$ cat config.mk
export PLATFORM = sky130hd
export DESIGN_NAME = preemptive_priority_scheduler
export DESIGN_NICKNAME = d
export VERILOG_FILES = /design/src/rtl/core/pps_pkg.sv /design/src/rtl/core/pps_ctrl.sv /design/src/rtl/core/pps_dp.sv /design/src/rtl/core/preemptive_priority_scheduler.sv
export SDC_FILE = /design/constraint.sdc
export NUM_CORES = 1
export LEC_CHECK = 0
export ABC_CLOCK_PERIOD_IN_PS = 11600
export BUFFER_PORTS_ARGS = -buffer_cell sky130_fd_sc_hd__buf_2
export CORE_MARGIN = 2
export CORE_UTILIZATION = 67
export CTS_CLUSTER_SIZE = 12
export DETAILED_ROUTE_END_ITERATION = 6
export GPL_ROUTABILITY_DRIVEN = 0
export PLACE_DENSITY = 0.84
export SYNTH_ARGS = -nofsm -noshare
export SYNTH_HDL_FRONTEND = slang
export SYNTH_SLANG_ARGS = --single-unit
export TNS_END_PERCENT = 10
$ cat constraint.sdc
create_clock -name clock -period 11.6 [get_ports clock]
set_input_delay 0 -clock clock [delete_from_list [all_inputs] [get_ports clock]]
set_output_delay 0 -clock clock [all_outputs]
set_load 0.005 [all_outputs]
$ cat src/rtl/core/pps_pkg.sv
// shared types and constants of the preemptive priority scheduler
// no dependencies
package pps_pkg;

   localparam int TIME_W = 16;
   localparam int WORK_W = 16;
   localparam int PRIO_W = 8;
   localparam int SLOT_W = 4;
   localparam int REQ_W  = 2;

   typedef logic [TIME_W-1:0] time_type;
   typedef logic [WORK_W-1:0] work_type;
   typedef logic [PRIO_W-1:0] prio_type;
   typedef logic [SLOT_W-1:0] slot_type;
   typedef logic [REQ_W-1:0]  req_code_type;

   // request codes
   localparam req_code_type REQ_LOAD  = 2'd0;
   localparam req_code_type REQ_TICK  = 2'd1;
   localparam req_code_type REQ_CLEAR = 2'd2;

   localparam time_type TIME_MAX = 16'hFFFF;
   localparam work_type WAIT_MAX = 16'hFFFF;

   // one table row
   typedef struct packed {
      time_type arrival;
      work_type remaining;
      prio_type prio;
      work_type waited;
   } task_entry_type;

   // controller to datapath
   typedef struct packed {
      logic load;
      logic clear;
      logic tick_start;
      logic idx_clr;
      logic idx_inc;
      logic rd_en;
      logic rd_upd;
      logic finish;
   } pps_cmd_type;

   // datapath to controller
   typedef struct packed {
      logic empty;
      logic idx_last;
      logic out_free;
   } pps_status_type;

endpackage

$ cat src/rtl/core/pps_ctrl.sv
// sequencer of the scheduler: request decode and the two table passes of a tick
// depends on pps_pkg
module pps_ctrl (
   input  logic                  clock,
   input  logic                  reset,
   input  logic                  req_valid,
   output logic                  req_ready,
   input  pps_pkg::req_code_type req_type,
   input  pps_pkg::pps_status_type status,
   output pps_pkg::pps_cmd_type  cmd
);
   import pps_pkg::*;

   typedef enum logic [2:0] {
      ST_IDLE,
      ST_SCAN,
      ST_SCAN_TAIL,
      ST_UPDATE,
      ST_UPDATE_TAIL,
      ST_FINISH
   } state_type;

   state_type state_ff, state_in;

   always_comb begin
      state_in  = state_ff;
      cmd       = '0;
      req_ready = 1'b0;
      case (state_ff)
         ST_IDLE: begin
            req_ready = 1'b1;
            if (req_valid) begin
               case (req_type)
                  REQ_LOAD:  cmd.load = 1'b1;
                  REQ_CLEAR: cmd.clear = 1'b1;
                  REQ_TICK: begin
                     cmd.tick_start = 1'b1;
                     cmd.idx_clr    = 1'b1;
                     state_in       = status.empty ? ST_FINISH : ST_SCAN;
                  end
                  default: ;
               endcase
            end
         end
         ST_SCAN: begin
            cmd.rd_en = 1'b1;
            if (status.idx_last) begin
               cmd.idx_clr = 1'b1;
               state_in    = ST_SCAN_TAIL;
            end else begin
               cmd.idx_inc = 1'b1;
            end
         end
         ST_SCAN_TAIL: state_in = ST_UPDATE;
         ST_UPDATE: begin
            cmd.rd_en  = 1'b1;
            cmd.rd_upd = 1'b1;
            if (status.idx_last) begin
               state_in = ST_UPDATE_TAIL;
            end else begin
               cmd.idx_inc = 1'b1;
            end
         end
         ST_UPDATE_TAIL: state_in = ST_FINISH;
         ST_FINISH: begin
            if (status.out_free) begin
               cmd.finish = 1'b1;
               state_in   = ST_IDLE;
            end
         end
         default: state_in = ST_IDLE;
      endcase
   end

   always_ff @(posedge clock) begin
      if (reset) begin
         state_ff <= ST_IDLE;
      end else begin
         state_ff <= state_in;
      end
   end

endmodule

$ cat src/rtl/core/pps_dp.sv
// datapath of the scheduler: task table memory, selection, update and result register
// depends on pps_pkg
module pps_dp #(
   parameter int MAX_PROCS = 16
) (
   input  logic                   clock,
   input  logic                   reset,
   input  pps_pkg::pps_cmd_type   cmd,
   output pps_pkg::pps_status_type status,
   input  pps_pkg::time_type      req_arrival,
   input  pps_pkg::work_type      req_burst,
   input  pps_pkg::prio_type      req_prio,
   output logic                   rsp_valid,
   input  logic                   rsp_ready,
   output logic                   rsp_ran_valid,
   output pps_pkg::slot_type      rsp_ran_slot,
   output pps_pkg::time_type      rsp_tick_start,
   output logic                   rsp_finished,
   output pps_pkg::work_type      rsp_wait_total,
   output logic                   rsp_all_done
);
   import pps_pkg::*;

   localparam int IW  = (MAX_PROCS > 1) ? $clog2(MAX_PROCS) : 1;
   localparam int CW  = $clog2(MAX_PROCS + 1);
   localparam int RSW = (IW > SLOT_W) ? IW : SLOT_W;

   // task table
   task_entry_type mem [MAX_PROCS];
   task_entry_type rd_data_ff;
   logic           wr_en;
   logic [IW-1:0]  wr_addr;
   task_entry_type wr_data;

   logic [CW-1:0]  count_ff;
   time_type       clock_ff;
   logic [IW-1:0]  idx_ff;

   logic           rd_vld_ff;
   logic           rd_upd_ff;
   logic [IW-1:0]  rd_slot_ff;

   // selection and tick summary
   logic           found_ff;
   logic [IW-1:0]  pick_ff;
   prio_type       best_prio_ff;
   time_type       best_arr_ff;
   logic           done_ff;
   work_type       wait_out_ff;
   logic           all_done_ff;

   logic           rsp_valid_ff;
   logic           ran_valid_ff;
   slot_type       ran_slot_ff;
   time_type       tick_start_ff;
   logic           finished_ff;
   work_type       wait_total_ff;
   logic           all_done_out_ff;

   logic           ready_now;
   logic           better;
   logic           is_pick;
   work_type       rem_new;
   work_type       wait_new;
   logic           can_load;
   logic [RSW-1:0] pick_ext;

   assign can_load = (count_ff < CW'(MAX_PROCS));
   assign ready_now = (rd_data_ff.remaining != '0) && (rd_data_ff.arrival <= clock_ff);
   assign better = !found_ff || (rd_data_ff.prio < best_prio_ff) ||
                   ((rd_data_ff.prio == best_prio_ff) && (rd_data_ff.arrival < best_arr_ff));
   assign is_pick = found_ff && (rd_slot_ff == pick_ff);
   assign rem_new = is_pick ? (rd_data_ff.remaining - WORK_W'(1)) : rd_data_ff.remaining;

   always_comb begin
      wait_new = rd_data_ff.waited;
      if (!is_pick && (rem_new != '0) && (rd_data_ff.arrival <= clock_ff) &&
          (rd_data_ff.waited != WAIT_MAX)) begin
         wait_new = rd_data_ff.waited + WORK_W'(1);
      end
   end

   // one write port: load in idle, write-back in the update pass
   always_comb begin
      wr_en   = 1'b0;
      wr_addr = rd_slot_ff;
      wr_data = rd_data_ff;
      if (cmd.load && can_load) begin
         wr_en           = 1'b1;
         wr_addr         = count_ff[IW-1:0];
         wr_data.arrival   = req_arrival;
         wr_data.remaining = req_burst;
         wr_data.prio      = req_prio;
         wr_data.waited    = '0;
      end else if (rd_vld_ff && rd_upd_ff) begin
         wr_en             = 1'b1;
         wr_data.remaining = rem_new;
         wr_data.waited    = wait_new;
      end
   end

   always_ff @(posedge clock) begin
      if (wr_en) begin
         mem[wr_addr] <= wr_data;
      end
      if (cmd.rd_en) begin
         rd_data_ff <= mem[idx_ff];
         rd_slot_ff <= idx_ff;
      end
   end

   always_ff @(posedge clock) begin
      if (reset) begin
         count_ff     <= '0;
         clock_ff     <= '0;
         idx_ff       <= '0;
         rd_vld_ff    <= 1'b0;
         rd_upd_ff    <= 1'b0;
         found_ff     <= 1'b0;
         done_ff      <= 1'b0;
         all_done_ff  <= 1'b1;
         rsp_valid_ff <= 1'b0;
      end else begin
         rd_vld_ff <= cmd.rd_en;
         rd_upd_ff <= cmd.rd_upd;

         if (cmd.idx_clr) begin
            idx_ff <= '0;
         end else if (cmd.idx_inc) begin
            idx_ff <= idx_ff + IW'(1);
         end

         if (cmd.clear) begin
            count_ff <= '0;
            clock_ff <= '0;
         end else if (cmd.load && can_load) begin
            count_ff <= count_ff + CW'(1);
         end else if (cmd.finish && (clock_ff != TIME_MAX)) begin
            clock_ff <= clock_ff + TIME_W'(1);
         end

         if (cmd.tick_start) begin
            found_ff    <= 1'b0;
            done_ff     <= 1'b0;
            all_done_ff <= 1'b1;
         end else if (rd_vld_ff && !rd_upd_ff) begin
            if (ready_now && better) begin
               found_ff <= 1'b1;
            end
         end else if (rd_vld_ff && rd_upd_ff) begin
            if (rem_new != '0) begin
               all_done_ff <= 1'b0;
            end
            if (is_pick && (rem_new == '0)) begin
               done_ff <= 1'b1;
            end
         end

         if (cmd.finish) begin
            rsp_valid_ff <= 1'b1;
         end else if (rsp_ready) begin
            rsp_valid_ff <= 1'b0;
         end
      end
   end

   // payload registers
   always_ff @(posedge clock) begin
      if (cmd.tick_start) begin
         pick_ff     <= '0;
         wait_out_ff <= '0;
      end else if (rd_vld_ff && !rd_upd_ff && ready_now && better) begin
         pick_ff      <= rd_slot_ff;
         best_prio_ff <= rd_data_ff.prio;
         best_arr_ff  <= rd_data_ff.arrival;
      end else if (rd_vld_ff && rd_upd_ff && is_pick && (rem_new == '0)) begin
         wait_out_ff <= rd_data_ff.waited;
      end
      if (cmd.finish) begin
         ran_valid_ff    <= found_ff;
         ran_slot_ff     <= found_ff ? pick_ext[SLOT_W-1:0] : '0;
         tick_start_ff   <= clock_ff;
         finished_ff     <= done_ff;
         wait_total_ff   <= wait_out_ff;
         all_done_out_ff <= all_done_ff;
      end
   end

   assign pick_ext = RSW'(pick_ff);

   assign status.empty    = (count_ff == '0);
   assign status.idx_last = (idx_ff == IW'(count_ff - CW'(1)));
   assign status.out_free = !rsp_valid_ff || rsp_ready;

   assign rsp_valid      = rsp_valid_ff;
   assign rsp_ran_valid  = ran_valid_ff;
   assign rsp_ran_slot   = ran_slot_ff;
   assign rsp_tick_start = tick_start_ff;
   assign rsp_finished   = finished_ff;
   assign rsp_wait_total = wait_total_ff;
   assign rsp_all_done   = all_done_out_ff;

endmodule

$ cat src/rtl/core/preemptive_priority_scheduler.sv
// channel   | handshake           | payload
// ----------+---------------------+------------------------------------------------
// request   | req_valid/req_ready | req_type, req_arrival, req_burst, req_prio
// response  | rsp_valid/rsp_ready | rsp_ran_valid, rsp_ran_slot, rsp_tick_start,
//           |                     | rsp_finished, rsp_wait_total, rsp_all_done
//
// load, clear and unused request beats give no response
// a tick beat reads one table row per cycle in the selection pass and again in the update
// pass, through the single read port of the task table
// an empty table skips both passes: the tick goes straight to the finish state
// reset clears the task count, the clock and the handshakes; the table needs no clear
// a response waiting on rsp_ready holds the next tick in its last cycle; idle loads go in
module preemptive_priority_scheduler #(
   parameter int MAX_PROCS = 16
) (
   input  logic                  clock,
   input  logic                  reset,
   // request channel
   input  logic                  req_valid,
   output logic                  req_ready,
   input  pps_pkg::req_code_type req_type,
   input  pps_pkg::time_type     req_arrival,
   input  pps_pkg::work_type     req_burst,
   input  pps_pkg::prio_type     req_prio,
   // response channel
   output logic                  rsp_valid,
   input  logic                  rsp_ready,
   output logic                  rsp_ran_valid,
   output pps_pkg::slot_type     rsp_ran_slot,
   output pps_pkg::time_type     rsp_tick_start,
   output logic                  rsp_finished,
   output pps_pkg::work_type     rsp_wait_total,
   output logic                  rsp_all_done
);
   import pps_pkg::*;

   // command and status between sequencer and datapath
   pps_cmd_type    cmd;
   pps_status_type status;

   // request decode and pass sequencing
   pps_ctrl u_ctrl (
      .clock     (clock),
      .reset     (reset),
      .req_valid (req_valid),
      .req_ready (req_ready),
      .req_type  (req_type),
      .status    (status),
      .cmd       (cmd)
   );

   // task table, priority pick, wait counting, response register
   pps_dp #(
      .MAX_PROCS (MAX_PROCS)
   ) u_dp (
      .clock          (clock),
      .reset          (reset),
      .cmd            (cmd),
      .status         (status),
      .req_arrival    (req_arrival),
      .req_burst      (req_burst),
      .req_prio       (req_prio),
      .rsp_valid      (rsp_valid),
      .rsp_ready      (rsp_ready),
      .rsp_ran_valid  (rsp_ran_valid),
      .rsp_ran_slot   (rsp_ran_slot),
      .rsp_tick_start (rsp_tick_start),
      .rsp_finished   (rsp_finished),
      .rsp_wait_total (rsp_wait_total),
      .rsp_all_done   (rsp_all_done)
   );

endmodule

==> results_dict.tcl <==
set metrics [dict create \
    synth-seq-area-share_pct 74.73 \
    synth.largest_area_cell "edfxtp_1" \
    hold_viol 0 \
    grt_pass1_wl_um 157200 \
    use_met3_pct 7.457 \
    worst_pin_slew_ps 1316 \
    clkLatencyLatePin_ps 660 \
    synth_top_cells_by_count "edfxtp_1 (1,019), mux4_2 (280), nand2_1 (161)" \
    grt_pass1_vias 23560 \
    chipHeight_um 255.5 \
    cts_max_level 3 \
    slew_headroom_pct 9.738 \
    ir_worst_vdd_mv 0.1236 \
    rsz0062_at_grt "false" \
    fin_crit_sh_pct 42.34 \
    routed-via-count 22960 \
    syn-num-nets 2209 \
    cts_buffer_depth 3 \
    setup_violations 0 \
    hp-class "in -> reg" \
    placed_cell_area_um2 43970 \
    nets 2362 \
    dp_cells 2996 \
    holdBufCountCts 13 \
    synth_flop_cell "edfxtp_1" \
    drt-total-wl_um 106600 \
    finish.utilization_pct 74.87 \
    fin_crit_ps 4911 \
    track_usage_pct 33.26 \
    hpwlAfterDp_um 54930 \
    post-synth-top-count-cell "edfxtp_1" \
    path_class "reg -> reg" \
    cts_root_buf "clkbuf_16" \
    drive_gt1_share_pct 24.22 \
    grtUsageMet1_pct 45.66 \
    cap_violations 0 \
    met2_usage_pct 53.15 \
    ant_nets 0 \
    drc 0 \
    start_util_pct 67.45 \
    finalPower_mw 8.770 \
    grt_max_degree 110 \
    yosys_register_bits 1073 \
    yosys_warnings 0 \
    final_area_um2 47060 \
    die_area_um2 65300 \
    syn2layout_area_growth_pct 11.00 \
    n_antenna_cell 0 \
    required_ps 11880 \
    arrival_ps 5190 \
    drv_slew 0 \
    ios 87 \
    async_flop_share_pct 0 \
    powerDensity_nw_per_um2 186.4 \
    synth_cells 2118 \
    synth_edf_count 1019 \
    end_kind "register" \
    placementRows 92 \
    fin_setup_tns_ps 0 \
    yosysUniqueCellTypes 65 \
    yosys.area.top_type_share_pct 72.18 \
    cts_buffers 104 \
    synth_area_leaders "edfxtp_1 (72%), mux4_2 (15%), dfxtp_1 (2.6%)" \
    dr.pass1.iters 7 \
    die_w_um 255.5 \
    max_freq_mhz 203.6 \
    cts_resized 0 \
    top_usage_layer "met2" \
    design.core.area_um2 62850 \
    antenna_found_initial 2 \
    start_kind "register" \
    portBuffers 86 \
    clock_skew_ps 22.69 \
    syn_area_um2 42390 \
    first_iter_violations 3780 \
    leakage_nw 14.80 \
    outcome "finished clean" \
    cts_tree "done" \
    vias_per_cell 7.221 \
    grt.overflow.total 0 \
    post_cts_buffers 0 \
    clkTransAtPathRegs_ps 60 \
    wire_per_inst_um 33.52 \
    crit_fanout 29 \
    cts.sinks 1073 \
    syn_area_per_cell_um2 20.02 \
    stdcell_count 3179 \
]
layout make-up:
class                           instances  area [µm²]
Timing Repair Buffer                  146       928.4
Fill cell                            3206       15790
Clock buffer                          150        2816
Sequential cell                      1073       31700
Inverter                               53       198.9
Multi-Input combinational cell        893       10240
Clock inverter                         18       118.9
Tap cell                              846        1059
final timing paths:
check | startpoint | end | slack [ps] | cells past startpoint
max | u_dp.clock_ff[3]$_SDFFE_PP0P_ | u_dp.mem[5][12]$_DFFE_PP_ | 6690 | 10
min | req_arrival[1] | u_dp.mem[13][41]$_DFFE_PP_ | 50 | 3
max reg2reg | u_dp.clock_ff[3]$_SDFFE_PP0P_ | u_dp.mem[5][12]$_DFFE_PP_ | 6690 | 10
min reg2reg | u_dp.wait_out_ff[15]$_SDFFE_PP0P_ | u_dp.rsp_wait_total[15]$_DFFE_PP_ | 430 | 0
where the power goes:
group          switching [mW]  leakage, nW  total [mW]  internal [mW]
registers               0.120         9.65        4.66           4.54
logic                   0.647         3.74        1.06          0.412
clock network            1.36         1.42        3.05           1.69
sequential cells by signal, summed over array words and instances (netlist names), 8 cells and up:
name                 flops
u_dp.mem               896
u_dp.rd_data_ff         56
u_dp.best_arr_ff        16
u_dp.clock_ff           16
u_dp.rsp_tick_start     16
u_dp.rsp_wait_total     16
u_dp.wait_out_ff        16
u_dp.best_prio_ff        8
worst max-delay path, stage by stage, from the launching register on:
cell and delay (ps):
dfxtp_1 370, inv_1 100, ha_1 320, a21o_1 180
a211o_1 280, o21ai_0 240, o211ai_1 260, a21oi_1 400
nand2_1 690, or4_1 710, a21oi_1 960
metrics by stage:
step / setup WS [ps] / hold WS, ps
CTS: 6829 / 25.41
global route: 6488 / 97.99
detailed placement: 6912 / 275.3
finish: 6689 / 52.43
global placement: 7202 / 258.6
floorplan: 6759 / 69.07
cell families after synthesis:
kind of cell	Yosys count	share of synthesized area (%)
mux	299	15.33
xor+xnor	46	0.9681
buf+inv	152	1.426
fa+ha+maj	45	1.328
compound gates	122	1.827
simple gates	381	4.392
flops	1073	74.73
per-layer routing:
metal,share of wire [%],wire [µm]
met1,34,36750
met2,49,52320
met3,12,12940
met4,4.3,4554
met5,0.0084,9
cells in the final DEF, fill, tap and decap left out, types with 32 or more instances in the layout:
cell       instances
dfxtp_1           50
a21oi_1           32
buf_2             86
ha_1              45
clkbuf_1          43
clkbuf_16        105
edfxtp_1        1019
xnor2_1           35
mux4_2           280
nand2_1          161
nor2_1            53
buf_4             45
inv_1             52
Note: power is estimated with default switching activity, not from simulation.
